File: src/design/console_line_editor_assert.svh
// assertion macros shared by the line editor modules
`ifndef CONSOLE_LINE_EDITOR_ASSERT_SVH
`define CONSOLE_LINE_EDITOR_ASSERT_SVH

// property that must hold in the same cycle as its trigger
`define CLE_ASSERT_NOW(label, ante, cons, msg) \
    label: assert property (@(posedge i_clk) disable iff (!i_rst_n) \
        (ante) |-> (cons)) else $error(msg);

// property that must hold in the cycle after its trigger
`define CLE_ASSERT_NEXT(label, ante, cons, msg) \
    label: assert property (@(posedge i_clk) disable iff (!i_rst_n) \
        (ante) |=> (cons)) else $error(msg);

`endif

File: src/design/cle_pkg.sv
package cle_pkg;

    // default ring depth
    localparam int CLE_BUF_DEPTH = 64;

    // special characters
    localparam logic [7:0] CH_KILL = 8'h15;
    localparam logic [7:0] CH_BS   = 8'h08;
    localparam logic [7:0] CH_DEL  = 8'h7f;
    localparam logic [7:0] CH_CR   = 8'h0d;
    localparam logic [7:0] CH_LF   = 8'h0a;
    localparam logic [7:0] CH_NUL  = 8'h00;

    // command codes on the input beat
    typedef enum logic [1:0] {
        CMD_RX   = 2'd0,
        CMD_READ = 2'd1,
        CMD_TX   = 2'd2,
        CMD_NONE = 2'd3
    } t_cmd_code;

    // result kinds
    typedef enum logic [1:0] {
        KIND_ECHO  = 2'd0,
        KIND_ERASE = 2'd1,
        KIND_READ  = 2'd2,
        KIND_EMPTY = 2'd3
    } t_kind;

    // controller states
    typedef enum logic [1:0] {
        ST_IDLE,
        ST_READ,
        ST_KILL
    } t_state;

    // datapath operations
    typedef enum logic [3:0] {
        OP_NONE,
        OP_TX_ECHO,
        OP_STORE,
        OP_ERASE,
        OP_EMPTY,
        OP_READ_ISSUE,
        OP_READ_DONE,
        OP_KILL_START,
        OP_KILL_STEP,
        OP_KILL_END
    } t_op;

    // controller to datapath
    typedef struct packed {
        t_op  op;
        logic emit;
    } t_dp_cmd;

    // datapath to controller
    typedef struct packed {
        logic is_kill;
        logic is_erase;
        logic is_zero;
        logic full;
        logic edit_at_commit;
        logic read_at_commit;
        logic mem_lf;
    } t_dp_status;

endpackage

File: src/design/cle_ctrl.sv
module cle_ctrl
    import cle_pkg::*;
(
    input  logic       i_clk,
    input  logic       i_rst_n,
    input  logic       start,
    input  logic [1:0] i_cmd,
    input  t_dp_status i_status,
    output t_dp_cmd    o_dp_cmd,
    output logic       busy
);

    `include "console_line_editor_assert.svh"

    t_state r_state, n_state;
    logic   r_pend, n_pend;
    logic   accept;
    logic   kill_cont;

    assign accept    = start && (r_state == ST_IDLE);
    assign kill_cont = !i_status.edit_at_commit && !i_status.mem_lf;
    assign busy      = (r_state != ST_IDLE);

    // state and pending erase flag
    always_ff @(posedge i_clk) begin
        if (!i_rst_n) begin
            r_state <= ST_IDLE;
            r_pend  <= 1'b0;
        end else begin
            r_state <= n_state;
            r_pend  <= n_pend;
        end
    end

    // command decode
    always_comb begin
        o_dp_cmd.op   = OP_NONE;
        o_dp_cmd.emit = 1'b0;
        unique case (r_state)
            ST_IDLE: begin
                if (start) begin
                    unique case (t_cmd_code'(i_cmd))
                        CMD_RX: begin
                            priority if (i_status.is_kill) begin
                                if (!i_status.edit_at_commit) begin
                                    o_dp_cmd.op = OP_KILL_START;
                                end
                            end else if (i_status.is_erase) begin
                                if (!i_status.edit_at_commit) begin
                                    o_dp_cmd.op = OP_ERASE;
                                end
                            end else if (!i_status.is_zero && !i_status.full) begin
                                o_dp_cmd.op = OP_STORE;
                            end else begin
                                o_dp_cmd.op = OP_NONE;
                            end
                        end
                        CMD_READ: begin
                            o_dp_cmd.op = i_status.read_at_commit ? OP_EMPTY : OP_READ_ISSUE;
                        end
                        CMD_TX:   o_dp_cmd.op = OP_TX_ECHO;
                        CMD_NONE: o_dp_cmd.op = OP_NONE;
                        default:  o_dp_cmd.op = OP_NONE;
                    endcase
                end
            end
            ST_READ: o_dp_cmd.op = OP_READ_DONE;
            ST_KILL: begin
                o_dp_cmd.op   = kill_cont ? OP_KILL_STEP : OP_KILL_END;
                o_dp_cmd.emit = r_pend;
            end
            default: o_dp_cmd.op = OP_NONE;
        endcase
    end

    // next state
    always_comb begin
        n_state = r_state;
        n_pend  = r_pend;
        unique case (r_state)
            ST_IDLE: begin
                if (o_dp_cmd.op == OP_KILL_START) begin
                    n_state = ST_KILL;
                    n_pend  = 1'b0;
                end else if (o_dp_cmd.op == OP_READ_ISSUE) begin
                    n_state = ST_READ;
                end
            end
            ST_READ: n_state = ST_IDLE;
            ST_KILL: begin
                if (kill_cont) begin
                    n_pend = 1'b1;
                end else begin
                    n_state = ST_IDLE;
                    n_pend  = 1'b0;
                end
            end
            default: n_state = ST_IDLE;
        endcase
    end

    // a read beat that issues a store read waits in ST_READ on the store, then returns to idle
    `CLE_ASSERT_NEXT(a_read_wait, accept && o_dp_cmd.op == OP_READ_ISSUE, r_state == ST_READ, "read did not wait")
    `CLE_ASSERT_NEXT(a_read_back, r_state == ST_READ, r_state == ST_IDLE, "read wait stuck")
    // no kill walk starts over an empty edit region
    `CLE_ASSERT_NOW(a_kill_start, o_dp_cmd.op == OP_KILL_START, !i_status.edit_at_commit, "kill on empty line")

endmodule

File: src/design/cle_dp.sv
module cle_dp
    import cle_pkg::*;
#(
    parameter int BUF_DEPTH = CLE_BUF_DEPTH
) (
    input  logic       i_clk,
    input  logic       i_rst_n,
    input  logic [7:0] i_data,
    input  t_dp_cmd    i_dp_cmd,
    output t_dp_status o_status,
    output logic       o_strobe,
    output logic [1:0] o_kind,
    output logic [7:0] o_byte_out,
    output logic       o_line_end,
    output logic       o_last
);

    `include "console_line_editor_assert.svh"

    localparam int PW = $clog2(2 * BUF_DEPTH);
    localparam int SW = $clog2(BUF_DEPTH);
    localparam logic [PW-1:0] DEP_P   = PW'(BUF_DEPTH);
    localparam logic [PW-1:0] SPAN_M1 = PW'(2 * BUF_DEPTH - 1);
    localparam logic [PW:0]   SPAN_W  = (PW+1)'(2 * BUF_DEPTH);

    function automatic logic [PW-1:0] pos_next(input logic [PW-1:0] p);
        pos_next = (p == SPAN_M1) ? '0 : p + 1'b1;
    endfunction

    function automatic logic [PW-1:0] pos_prev(input logic [PW-1:0] p);
        pos_prev = (p == '0) ? SPAN_M1 : p - 1'b1;
    endfunction

    function automatic logic [SW-1:0] slot_of(input logic [PW-1:0] p);
        logic [PW-1:0] s;
        s = (p >= DEP_P) ? p - DEP_P : p;
        slot_of = s[SW-1:0];
    endfunction

    // distance from b forward to a, modulo the position span
    function automatic logic [PW-1:0] pos_dist(input logic [PW-1:0] a,
                                               input logic [PW-1:0] b);
        logic [PW:0] wrapped;
        wrapped = {1'b0, a} + SPAN_W - {1'b0, b};
        pos_dist = (a >= b) ? a - b : wrapped[PW-1:0];
    endfunction

    logic [7:0]    mem [BUF_DEPTH];
    logic [7:0]    r_rd_data;
    logic [SW-1:0] rd_addr;
    logic [PW-1:0] r_read, r_commit, r_edit;
    logic [PW-1:0] fill;
    logic [PW-1:0] edit_prev;
    logic [PW-1:0] edit_next;
    logic [7:0]    store_char;

    logic          r_strobe;
    t_kind         r_kind;
    logic [7:0]    r_byte;
    logic          r_line_end;
    logic          r_last;
    t_kind         n_kind;
    logic [7:0]    n_byte;
    logic          n_line_end;
    logic          n_last;

    assign fill       = pos_dist(r_edit, r_read);
    assign edit_prev  = pos_prev(r_edit);
    assign edit_next  = pos_next(r_edit);
    assign store_char = (i_data == CH_CR) ? CH_LF : i_data;

    // status toward the controller
    assign o_status.is_kill        = (i_data == CH_KILL);
    assign o_status.is_erase       = (i_data == CH_BS) || (i_data == CH_DEL);
    assign o_status.is_zero        = (i_data == CH_NUL);
    assign o_status.full           = (fill == DEP_P);
    assign o_status.edit_at_commit = (r_edit == r_commit);
    assign o_status.read_at_commit = (r_read == r_commit);
    assign o_status.mem_lf         = (r_rd_data == CH_LF);

    // store read address: reader slot, the char before the edit point, or in a kill step the one before that
    always_comb begin
        unique case (i_dp_cmd.op)
            OP_READ_ISSUE: rd_addr = slot_of(r_read);
            OP_KILL_STEP:  rd_addr = slot_of(pos_prev(edit_prev));
            default:       rd_addr = slot_of(edit_prev);
        endcase
    end

    // line store
    always_ff @(posedge i_clk) begin
        if (i_dp_cmd.op == OP_STORE) begin
            mem[slot_of(r_edit)] <= store_char;
        end
        r_rd_data <= mem[rd_addr];
    end

    // ring positions
    always_ff @(posedge i_clk) begin
        if (!i_rst_n) begin
            r_read   <= '0;
            r_commit <= '0;
            r_edit   <= '0;
        end else begin
            unique case (i_dp_cmd.op)
                OP_STORE: begin
                    r_edit <= edit_next;
                    if (store_char == CH_LF || fill == DEP_P - 1'b1) begin
                        r_commit <= edit_next;
                    end
                end
                OP_ERASE, OP_KILL_STEP: r_edit <= edit_prev;
                OP_READ_DONE:           r_read <= pos_next(r_read);
                default: ;
            endcase
        end
    end

    // result strobe
    always_ff @(posedge i_clk) begin
        if (!i_rst_n) begin
            r_strobe <= 1'b0;
        end else begin
            unique case (i_dp_cmd.op)
                OP_TX_ECHO, OP_STORE, OP_ERASE, OP_EMPTY, OP_READ_DONE:
                    r_strobe <= 1'b1;
                OP_KILL_STEP, OP_KILL_END:
                    r_strobe <= i_dp_cmd.emit;
                default:
                    r_strobe <= 1'b0;
            endcase
        end
    end

    // next result beat payload
    always_comb begin
        n_kind     = KIND_ERASE;
        n_byte     = '0;
        n_line_end = 1'b0;
        n_last     = 1'b1;
        unique case (i_dp_cmd.op)
            OP_TX_ECHO: begin
                n_kind = KIND_ECHO;
                n_byte = i_data;
            end
            OP_STORE: begin
                n_kind = KIND_ECHO;
                n_byte = store_char;
            end
            OP_EMPTY: n_kind = KIND_EMPTY;
            OP_READ_DONE: begin
                n_kind     = KIND_READ;
                n_byte     = r_rd_data;
                n_line_end = (r_rd_data == CH_LF);
            end
            OP_KILL_STEP: n_last = 1'b0;
            default: ;
        endcase
    end

    // result beat payload
    always_ff @(posedge i_clk) begin
        r_kind     <= n_kind;
        r_byte     <= n_byte;
        r_line_end <= n_line_end;
        r_last     <= n_last;
    end

    assign o_strobe   = r_strobe;
    assign o_kind     = r_kind;
    assign o_byte_out = r_byte;
    assign o_line_end = r_line_end;
    assign o_last     = r_last;

    // occupancy never exceeds the ring
    `CLE_ASSERT_NOW(a_fill_bound, 1'b1, fill <= DEP_P, "ring overfilled")
    // committed text lies inside the occupied region
    `CLE_ASSERT_NOW(a_commit_in, 1'b1, pos_dist(r_commit, r_read) <= fill, "commit outside ring")
    // a store always advances the edit point
    `CLE_ASSERT_NEXT(a_store_adv, i_dp_cmd.op == OP_STORE, r_edit == pos_next($past(r_edit)), "store lost")

endmodule

File: src/design/console_line_editor.sv
// console line editor over a ring buffer of BUF_DEPTH bytes
//
// input beat: present i_cmd and i_data with start high; the beat is taken at
// the clock edge where start is high and busy is low. i_cmd 0 is a received
// character, 1 reads one committed byte, 2 echoes i_data for transmit.
// results: each result beat is on o_kind, o_byte_out, o_line_end and o_last
// for one cycle while o_strobe is high; o_last marks the final result of the
// input beat. The receiver cannot stall, so results are never held back.
// echo, erase and empty results are registered and appear in the cycle after
// the beat; a committed read passes through the registered store read and
// ST_READ first. Busy stays low after echo, store and erase beats, so one of
// them can be taken every cycle; a read that returns a byte holds busy high
// in ST_READ, an empty read does not. A kill-line walk holds busy and steps
// back one character per cycle through the line store read port, erasing
// up to BUF_DEPTH-1 characters.
// reset (i_rst_n low, synchronous) empties the ring and drops any walk;
// the store contents are not cleared and no clearing pass is needed.
module console_line_editor
    import cle_pkg::*;
#(
    parameter int BUF_DEPTH = CLE_BUF_DEPTH
) (
    input  logic       i_clk,
    input  logic       i_rst_n,
    input  logic       start,
    output logic       busy,
    input  logic [1:0] i_cmd,
    input  logic [7:0] i_data,
    output logic       o_strobe,
    output logic [1:0] o_kind,
    output logic [7:0] o_byte_out,
    output logic       o_line_end,
    output logic       o_last
);

    t_dp_cmd    dp_cmd;
    t_dp_status dp_status;

    // sequencing of each beat
    cle_ctrl u_ctrl (
        .i_clk    (i_clk),
        .i_rst_n  (i_rst_n),
        .start    (start),
        .i_cmd    (i_cmd),
        .i_status (dp_status),
        .o_dp_cmd (dp_cmd),
        .busy     (busy)
    );

    // ring positions, line store and result register
    cle_dp #(
        .BUF_DEPTH (BUF_DEPTH)
    ) u_dp (
        .i_clk      (i_clk),
        .i_rst_n    (i_rst_n),
        .i_data     (i_data),
        .i_dp_cmd   (dp_cmd),
        .o_status   (dp_status),
        .o_strobe   (o_strobe),
        .o_kind     (o_kind),
        .o_byte_out (o_byte_out),
        .o_line_end (o_line_end),
        .o_last     (o_last)
    );

endmodule

File: config.mk
export PLATFORM = sky130hd
export DESIGN_NAME = console_line_editor
export DESIGN_NICKNAME = d
export VERILOG_FILES = /design/src/design/cle_pkg.sv /design/src/design/cle_ctrl.sv /design/src/design/cle_dp.sv /design/src/design/console_line_editor.sv
export VERILOG_INCLUDE_DIRS = /design/src /design/src/design
export SDC_FILE = /design/constraint.sdc
export NUM_CORES = 1
export LEC_CHECK = 0
export ABC_AREA = 1
export BUFFER_PORTS_ARGS = -buffer_cell sky130_fd_sc_hd__buf_2
export CAP_MARGIN = 0
export CORE_UTILIZATION = 60
export DETAILED_ROUTE_END_ITERATION = 16
export PLACE_DENSITY = 0.76
export SYNTH_ARGS = -nofsm -noshare
export SYNTH_HDL_FRONTEND = slang
export SYNTH_SLANG_ARGS = --single-unit
File: constraint.sdc
create_clock -name i_clk -period 4.74 [get_ports i_clk]
set_input_delay 0.237 -clock i_clk [delete_from_list [all_inputs] [get_ports i_clk]]
set_output_delay 0.237 -clock i_clk [all_outputs]
set_load 0.05 [all_outputs]
# After elaboration in Yosys (flattened, before gate mapping)
# Memory sizes are Yosys's and may differ from the RTL's. A register that Yosys moved wholly into a read port is not among the register bits.
# Index checks and enable logic that the tools add are counted.
dict set report word_totals {
  reg_bits 37
  ram_bits 512
  input_bits 13
  memories 1
}
dict set report op_classes {
  n_addsub 11
  order_cmp 5
  eq_ne 29
  mux 36
  reduce_logical 23
}
# name words width read_ports rd_ports_with_merged_regs write_ports line
set memory_table {}
lappend memory_table {u_dp.mem 64 8 1 1 1 cle_dp.sv:48} ;# logic [7:0] mem [BUF_DEPTH];
# op count
set op_table {}
lappend op_table {{two-way mux 7 bit} 5}
lappend op_table {{== test 8 x 4 -> 1 bit (second input constant)} 4}
lappend op_table {{>= comparator 7 bit (second input constant)} 4}
lappend op_table {{two-way mux 6 bit} 4}
lappend op_table {{case mux 8 bit (3 select lines)} 1}
lappend op_table {{subtractor 6 x 1 -> 6 bit (second input constant)} 4}
lappend op_table {{adder 7 x 1 -> 7 bit (second input constant)} 3}
lappend op_table {{== test 7 bit (second input constant)} 3}
lappend op_table {{== test 4 x 3 -> 1 bit (second input constant)} 4}
lappend op_table {{case mux 4 bit (4 select lines)} 1}
lappend op_table {{== test 7 bit} 2}
lappend op_table {{zero test 7 bit} 2}
lappend op_table {{case mux 7 bit (2 select lines)} 1}
lappend op_table {{subtractor 7 x 1 -> 7 bit (second input constant)} 2}
lappend op_table {{subtractor 7 bit} 2}
lappend op_table {{two-way mux 4 bit} 3}
lappend op_table {{case mux 4 bit (3 select lines)} 1}
lappend op_table {{case mux 6 bit (2 select lines)} 1}
lappend op_table {{two-way mux 2 bit} 5}
lappend op_table {{== test 4 x 2 -> 1 bit (second input constant)} 2}
lappend op_table {{== test 4 bit (second input constant)} 2}
lappend op_table {{== test 8 x 5 -> 1 bit (second input constant)} 1}
lappend op_table {{== test 8 x 7 -> 1 bit (second input constant)} 1}
lappend op_table {{zero test 8 bit} 1}
lappend op_table {{other kinds (21)} 45}

# Logic depth before layout (Yosys ltp)
dict set report logic_depth {
  depth_word 16
  mapped_depth 28
  ltp_nobuf 26
}

# Modules after synthesis
# From an unflattened synthesis, not the netlist that was laid out.
dict set report unflattened {
  hier_cells 2615
  area_unflattened_um2 25659.6
}
# module instances cells_per_inst area_each_um2 seq_area_each_um2
set by_module_without_submodules {}
lappend by_module_without_submodules {cle_dp 1 2569 25388.1 16215.6}
lappend by_module_without_submodules {cle_ctrl 1 46 271.5 60.1}

# Worst setup path before layout
# No wires, ideal clock.
dict set report synth_path {
  kind {register -> register}
  from {register u_dp.r_edit[0]}
  to {memory u_dp.mem[50][0], enable pin}
  setup_time_ps 370
  arrival_ps 3129
  slack_ps 1240
  path_stages_with_launch 22
  synth_period_minus_slack_ps 3500
  cell_sequence {dfxtp_1 -> buf_6 -> inv_1 -> ha_1 -> inv_1 -> fa_1 -> nand2_1 -> clkinv_1 -> nor2_1 -> nor2_1 -> nand3_1 -> nor2_1 -> nand3_1 -> nand2_1 -> nand2_2 -> a21oi_4 -> nor2_1 -> nand2_1 -> clkinv_1 -> clkbuf_1 -> nand2_1 -> nor2_1}
}
dict set report synth_between {
  elab_chain_cells 15
  elab_cells_between_ends 26
}
# element line
set synth_rtl {}
lappend synth_rtl {{from (decl)} cle_dp.sv:51} ;# logic [PW-1:0] r_read, r_commit, r_edit;
lappend synth_rtl {{from (signal assigned)} cle_dp.sv:107} ;# r_edit <= edit_next;
lappend synth_rtl {{from (signal assigned)} cle_dp.sv:112} ;# OP_ERASE, OP_KILL_STEP: r_edit <= edit_prev;
lappend synth_rtl {{adder 7 x 1 -> 7 bit} cle_dp.sv:44} ;# wrapped = {1'b0, a} + SPAN_W - {1'b0, b};
lappend synth_rtl {{subtractor 7 bit} cle_dp.sv:44}
lappend synth_rtl {{two-way mux 7 bit} cle_dp.sv:45} ;# pos_dist = (a >= b) ? a - b : wrapped[PW-1:0];
lappend synth_rtl {{== test 7 bit} cle_dp.sv:76} ;# assign o_status.full = (fill == DEP_P);
lappend synth_rtl {{zero test 1 bit} cle_ctrl.sv:52} ;# end else if (!i_status.is_zero && !i_status.full) begin
lappend synth_rtl {{logical AND 1 bit} cle_ctrl.sv:52}
lappend synth_rtl {{two-way mux 2 bit} cle_ctrl.sv:52}
lappend synth_rtl {{two-way mux 4 bit} cle_ctrl.sv:48} ;# end else if (i_status.is_erase) begin
lappend synth_rtl {{two-way mux 4 bit} cle_ctrl.sv:44} ;# priority if (i_status.is_kill) begin
lappend synth_rtl {{case mux 4 bit (4 select lines)} cle_ctrl.sv:42} ;# unique case (t_cmd_code'(i_cmd))
lappend synth_rtl {{two-way mux 4 bit} cle_ctrl.sv:41} ;# if (start) begin
lappend synth_rtl {{case mux 4 bit (3 select lines)} cle_ctrl.sv:39} ;# unique case (r_state)
lappend synth_rtl {{== test 4 x 2 -> 1 bit} cle_dp.sv:92} ;# if (i_dp_cmd.op == OP_STORE) begin
lappend synth_rtl {{two-way mux 1 bit} cle_dp.sv:92}
lappend synth_rtl {{two-way mux 1 bit (implied by the code)} cle_dp.sv:93} ;# mem[slot_of(r_edit)] <= store_char;
lappend synth_rtl {{to (decl)} cle_dp.sv:48}
# Several ways; a longest one is shown, not always the timed one.

# Final worst setup path
dict set report layout_path {
  from {register u_dp.r_edit[0]}
  to {register u_dp.r_rd_data[5], read port of u_dp.mem}
}
dict set report layout_between {
  elab_chain_cells 14
  elab_cells_between_ends 35
}
# element line
set layout_rtl {}
lappend layout_rtl {{adder 7 x 1 -> 7 bit} cle_dp.sv:44}
lappend layout_rtl {{subtractor 7 bit} cle_dp.sv:44}
lappend layout_rtl {{two-way mux 7 bit} cle_dp.sv:45}
lappend layout_rtl {{== test 7 bit} cle_dp.sv:76}
lappend layout_rtl {{zero test 1 bit} cle_ctrl.sv:52}
lappend layout_rtl {{logical AND 1 bit} cle_ctrl.sv:52}
lappend layout_rtl {{two-way mux 2 bit} cle_ctrl.sv:52}
lappend layout_rtl {{two-way mux 4 bit} cle_ctrl.sv:48}
lappend layout_rtl {{two-way mux 4 bit} cle_ctrl.sv:44}
lappend layout_rtl {{case mux 4 bit (4 select lines)} cle_ctrl.sv:42}
lappend layout_rtl {{two-way mux 4 bit} cle_ctrl.sv:41}
lappend layout_rtl {{case mux 4 bit (3 select lines)} cle_ctrl.sv:39}
lappend layout_rtl {{== test 4 bit / == test 4 x 3 -> 1 bit (equally long branches)} cle_dp.sv:83} ;# unique case (i_dp_cmd.op)
lappend layout_rtl {{case mux 6 bit (2 select lines) (*)} cle_dp.sv:83}
lappend layout_rtl {{to (decl)} cle_dp.sv:49} ;# logic [7:0] r_rd_data;
# Mark *: on every way between the ends. The rest lies on a longest branch, timed or not.
# A chain may end at the register's enable or synchronous reset.

==> run summary <==
post-placement cell count = 3208
critical path depth in cells = 24
Vias = 19916
synth unique cells = 49
R2R Setup Slk = 0.27 ns
Worst-Margin Slew = 1.14 ns
CP Data Required Time = 5.30 ns
clk sinks = 557
largest area contributor in the netlist = edfxtp_1
Core Rows = 76
Max rail drop VDD = 0.349 mV
share of layout cells above drive strength 1 = 7.58%
Crit path largest cell delay = 0.44 ns
Worst Skew = 0.0214 ns
ANT nets after route = 0
DR WL/cell = 21.8 um
clock latency on the worst-skew pair = 0.62 ns
Avg Synthesized Cell Area = 9.72 um2
H-tree Lvls = 2
met1 Use GR = 45.1%
status = finished, final reports clean
Worst Setup Path Type = register to register
Setup crit start kind = register
Crit Path Max Fanout = 65
WP buf/inv = 3
Initial Util = 60.9%
GR Overflow Total = 0
CTS Buf Count = 56
register area share after synthesis = 61.9%
Global Route Usage Sum = 32.9%
maximum buffer depth of the clock tree = 3
via/cell ratio = 6.01
most frequent CP cell = nand3_1
Post-synth EDFFs = 512
Reg clk slew, reported paths = 0.06 ns
hold wc startpoint = i_data[0]
Die Area = 0.0447 mm2
CP max stage cell = nand3_4
# DRC = 0
CP Cell Sequence = inv_1, ha_1, inv_1, fa_1, nor2_1, nor2_1, nor2_1, nand3_1, nor2_1, nand3_1, nand2_1, nand2_2, nand2_1, nand4_4, nand2_8, nand3_4, buf_12, o21ai_0, nand2_1, nand3_1, nand3_1, nand3_1, nand3_1, nand2_1
first-pass GRT wire length = 110000 um
max_cap viols = 0
leak pwr = 0.0122 uW
initial antenna violation count = 0
prevailing post-synth register cell = edfxtp_1
final wirelength = 72300 um
post-synth top area share = 58.5%
Iter 0 DRT Violations = 2849
Post-Syn Area = 0.0263 mm2
Sum Neg Setup Slack = 0 ns
final hold violations = 0
vias in the first global route = 18897
Setup violations, final = 0
fin. max-slew vios = 0
DP Wirelength = 43400 um
Die Wd = 211 um
HP Class = primary input to register
fin crit share = 94.4%
cells on worst reg2reg path = 24
power per cell area = 392 mW/mm2
Die H = 211 um
CP endpoint kind = register
# port buffers = 26
Hold EP = u_dp.o_byte_out[0]
RSZ-0062 raised after global routing = false
reg2reg end = u_dp.r_rd_data[5]
Synth warnings = 0
Pre-Repair DR Iteration Count = 6
fin nets = 2710
GR Layer Usage met2 = 51.3%
Mapped Cells = 2705
gpl congestion = 0.951
core area = 0.0432 mm2
met3 usage in global routing = 5.73%
most used routing layer = met2
Async SR Flop Fraction = 0%
Max Freq = 0.224 GHz
Worst EP arrival = 5.03 ns
Non-Filler Instances = 3316
post-synthesis register bit count = 557
Max-slew headroom = 24.3%
largest net degree at the start of global routing = 209
area growth from synthesis to layout = 10.3%
synth top area cells = edfxtp_1, nand3_1, inv_1
reg2reg start = u_dp.r_edit[0]
crit path time final = 4.47 ns
Ports = 27
CTS tree = done
delay-heaviest family, CP = simple AND/OR/NAND/NOR gates
Worst Hold Path Cells = 3
syn nets = 2730
number of diodes = 0
CTS root buffer = clkbuf_16
## power by group
group / total [uW] / switching [uW] / internal, uW
Sequential: 5470 / 67.7 / 5400
Clock: 4810 / 1890 / 2930
Combinational: 1090 / 792 / 301
Total: 11400 / 2750 / 8630
## cell usage in the layout (no fill, tap or decap), drive strengths merged, types with 2 or more instances in the layout
cell type and n:
a21oi 24, a31oi 5, buf 82, bufinv 11
clkbuf 73, clkinv 19, clkinvlp 2, dfxtp 45
dlygate4sd3 4, edfxtp 512, ha 11, inv 548
nand2 459, nand3 492, nand4 216, nor2 118
nor3 20, nor4 3, o211ai 3, o21ai 42
o221ai 2, o22ai 2, or2 9, xnor2 10
xor2 9
## through the flow
stage	instance area (um2)	setup slack (ns)	hold slack (ns)	util (%)	power, uW
2_1_floorplan	26300	1.24	0.363	-	6220
3_3_place_gp	26900	0.434	0.471	62.4	6610
3_5_place_dp	26900	0.416	0.479	62.4	6630
4_1_cts	29000	0.409	0.00798	67.2	11400
5_1_grt	29000	0.0109	0.0292	67.2	11700
6_report	29000	0.267	0.0281	67.2	11400
## final cells by class
class,count,area (um2)
clock buffers,73,1570
clock inverters,31,448
fillers,3300,14200
inverters,549,2060
multi-input cells,1435,7150
flip-flops and latches,557,16300
well taps,585,732
repair buffers,86,766
## worst reg2reg max path, stage by stage (launching register included)
cell and delay [ns]:
dfxtp_1 0.31, inv_1 0.21, ha_1 0.21, inv_1 0.08, fa_1 0.43, nor2_1 0.11
nor2_1 0.06, nor2_1 0.08, nand3_1 0.08, nor2_1 0.09, nand3_1 0.07, nand2_1 0.07
nand2_2 0.07, nand2_1 0.10, nand4_4 0.20, nand2_8 0.14, nand3_4 0.44, buf_12 0.42
o21ai_0 0.39, nand2_1 0.09, nand3_1 0.09, nand3_1 0.09, nand3_1 0.21, nand3_1 0.26
nand2_1 0.13
## synthesized netlist by cell type, types with 4 or more instances
master / number
dfxtp_1: 45
buf_6: 14
xnor2_1: 10
buf_4: 8
edfxtp_1: 512
xor2_1: 9
nand3_1: 489
nand2_1: 452
inv_1: 538
o21ai_0: 37
nand4_1: 214
ha_1: 11
nor2_1: 113
or2_1: 8
a31oi_1: 5
nor2_2: 5
o21ai_1: 4
nor3_1: 19
nand2_2: 5
clkbuf_1: 30
buf_2: 111
inv_2: 8
a21oi_1: 22
## cells by family after synthesis
logic type	count (synthesis)	share of synthesized area, %
simple gates	1318	23.8
fa+ha+maj	12	0.599
buf+inv	713	11.2
xor+xnor	19	0.633
flops	557	61.9
compound gates	86	1.91
## state kept, by name, indices dropped and copies added (netlist names), 2 cells and up
name	flops
u_ctrl.r_state	2
u_dp.r_edit	7
u_dp.mem	512
u_dp.o_kind	2
u_dp.r_commit	7
u_dp.o_byte_out	8
u_dp.r_rd_data	8
u_dp.r_read	7
## routing by layer
metal  wire length, um  up-vias  part of all wire [%]
li1                  -     9029                     -
met1             27600     9409                    38
met2             33200     1237                    46
met3              7740      241                    11
met4              3760        0                   5.2
met5                 0        -                     0
## what timing repair did
item | 4_1_cts | 5_1_grt
endpoints found under the hold margin | 8 | 0
buffers inserted | 0 | 0
setup endpoints to repair | 0 | 0
resized for setup | 0 | 0
hold buffers | 4 | 0
## worst max path at each step
| stage | startpoint | to | slack [ns] |
|---|---|---|---|
| floorplan | u_dp.r_edit[0] | u_dp.mem[50][0] | 1.24 |
| global route | u_dp.r_edit[0] | u_dp.r_rd_data[5] | 0.01 |
| global placement | u_dp.r_edit[0] | u_dp.r_rd_data[5] | 0.43 |
| detailed placement | u_dp.r_edit[0] | u_dp.r_rd_data[5] | 0.42 |
| CTS | u_dp.r_edit[0] | u_dp.r_rd_data[5] | 0.41 |
| finish | u_dp.r_edit[0] | u_dp.r_rd_data[5] | 0.27 |
Note: power is estimated with default switching activity, not from simulation.
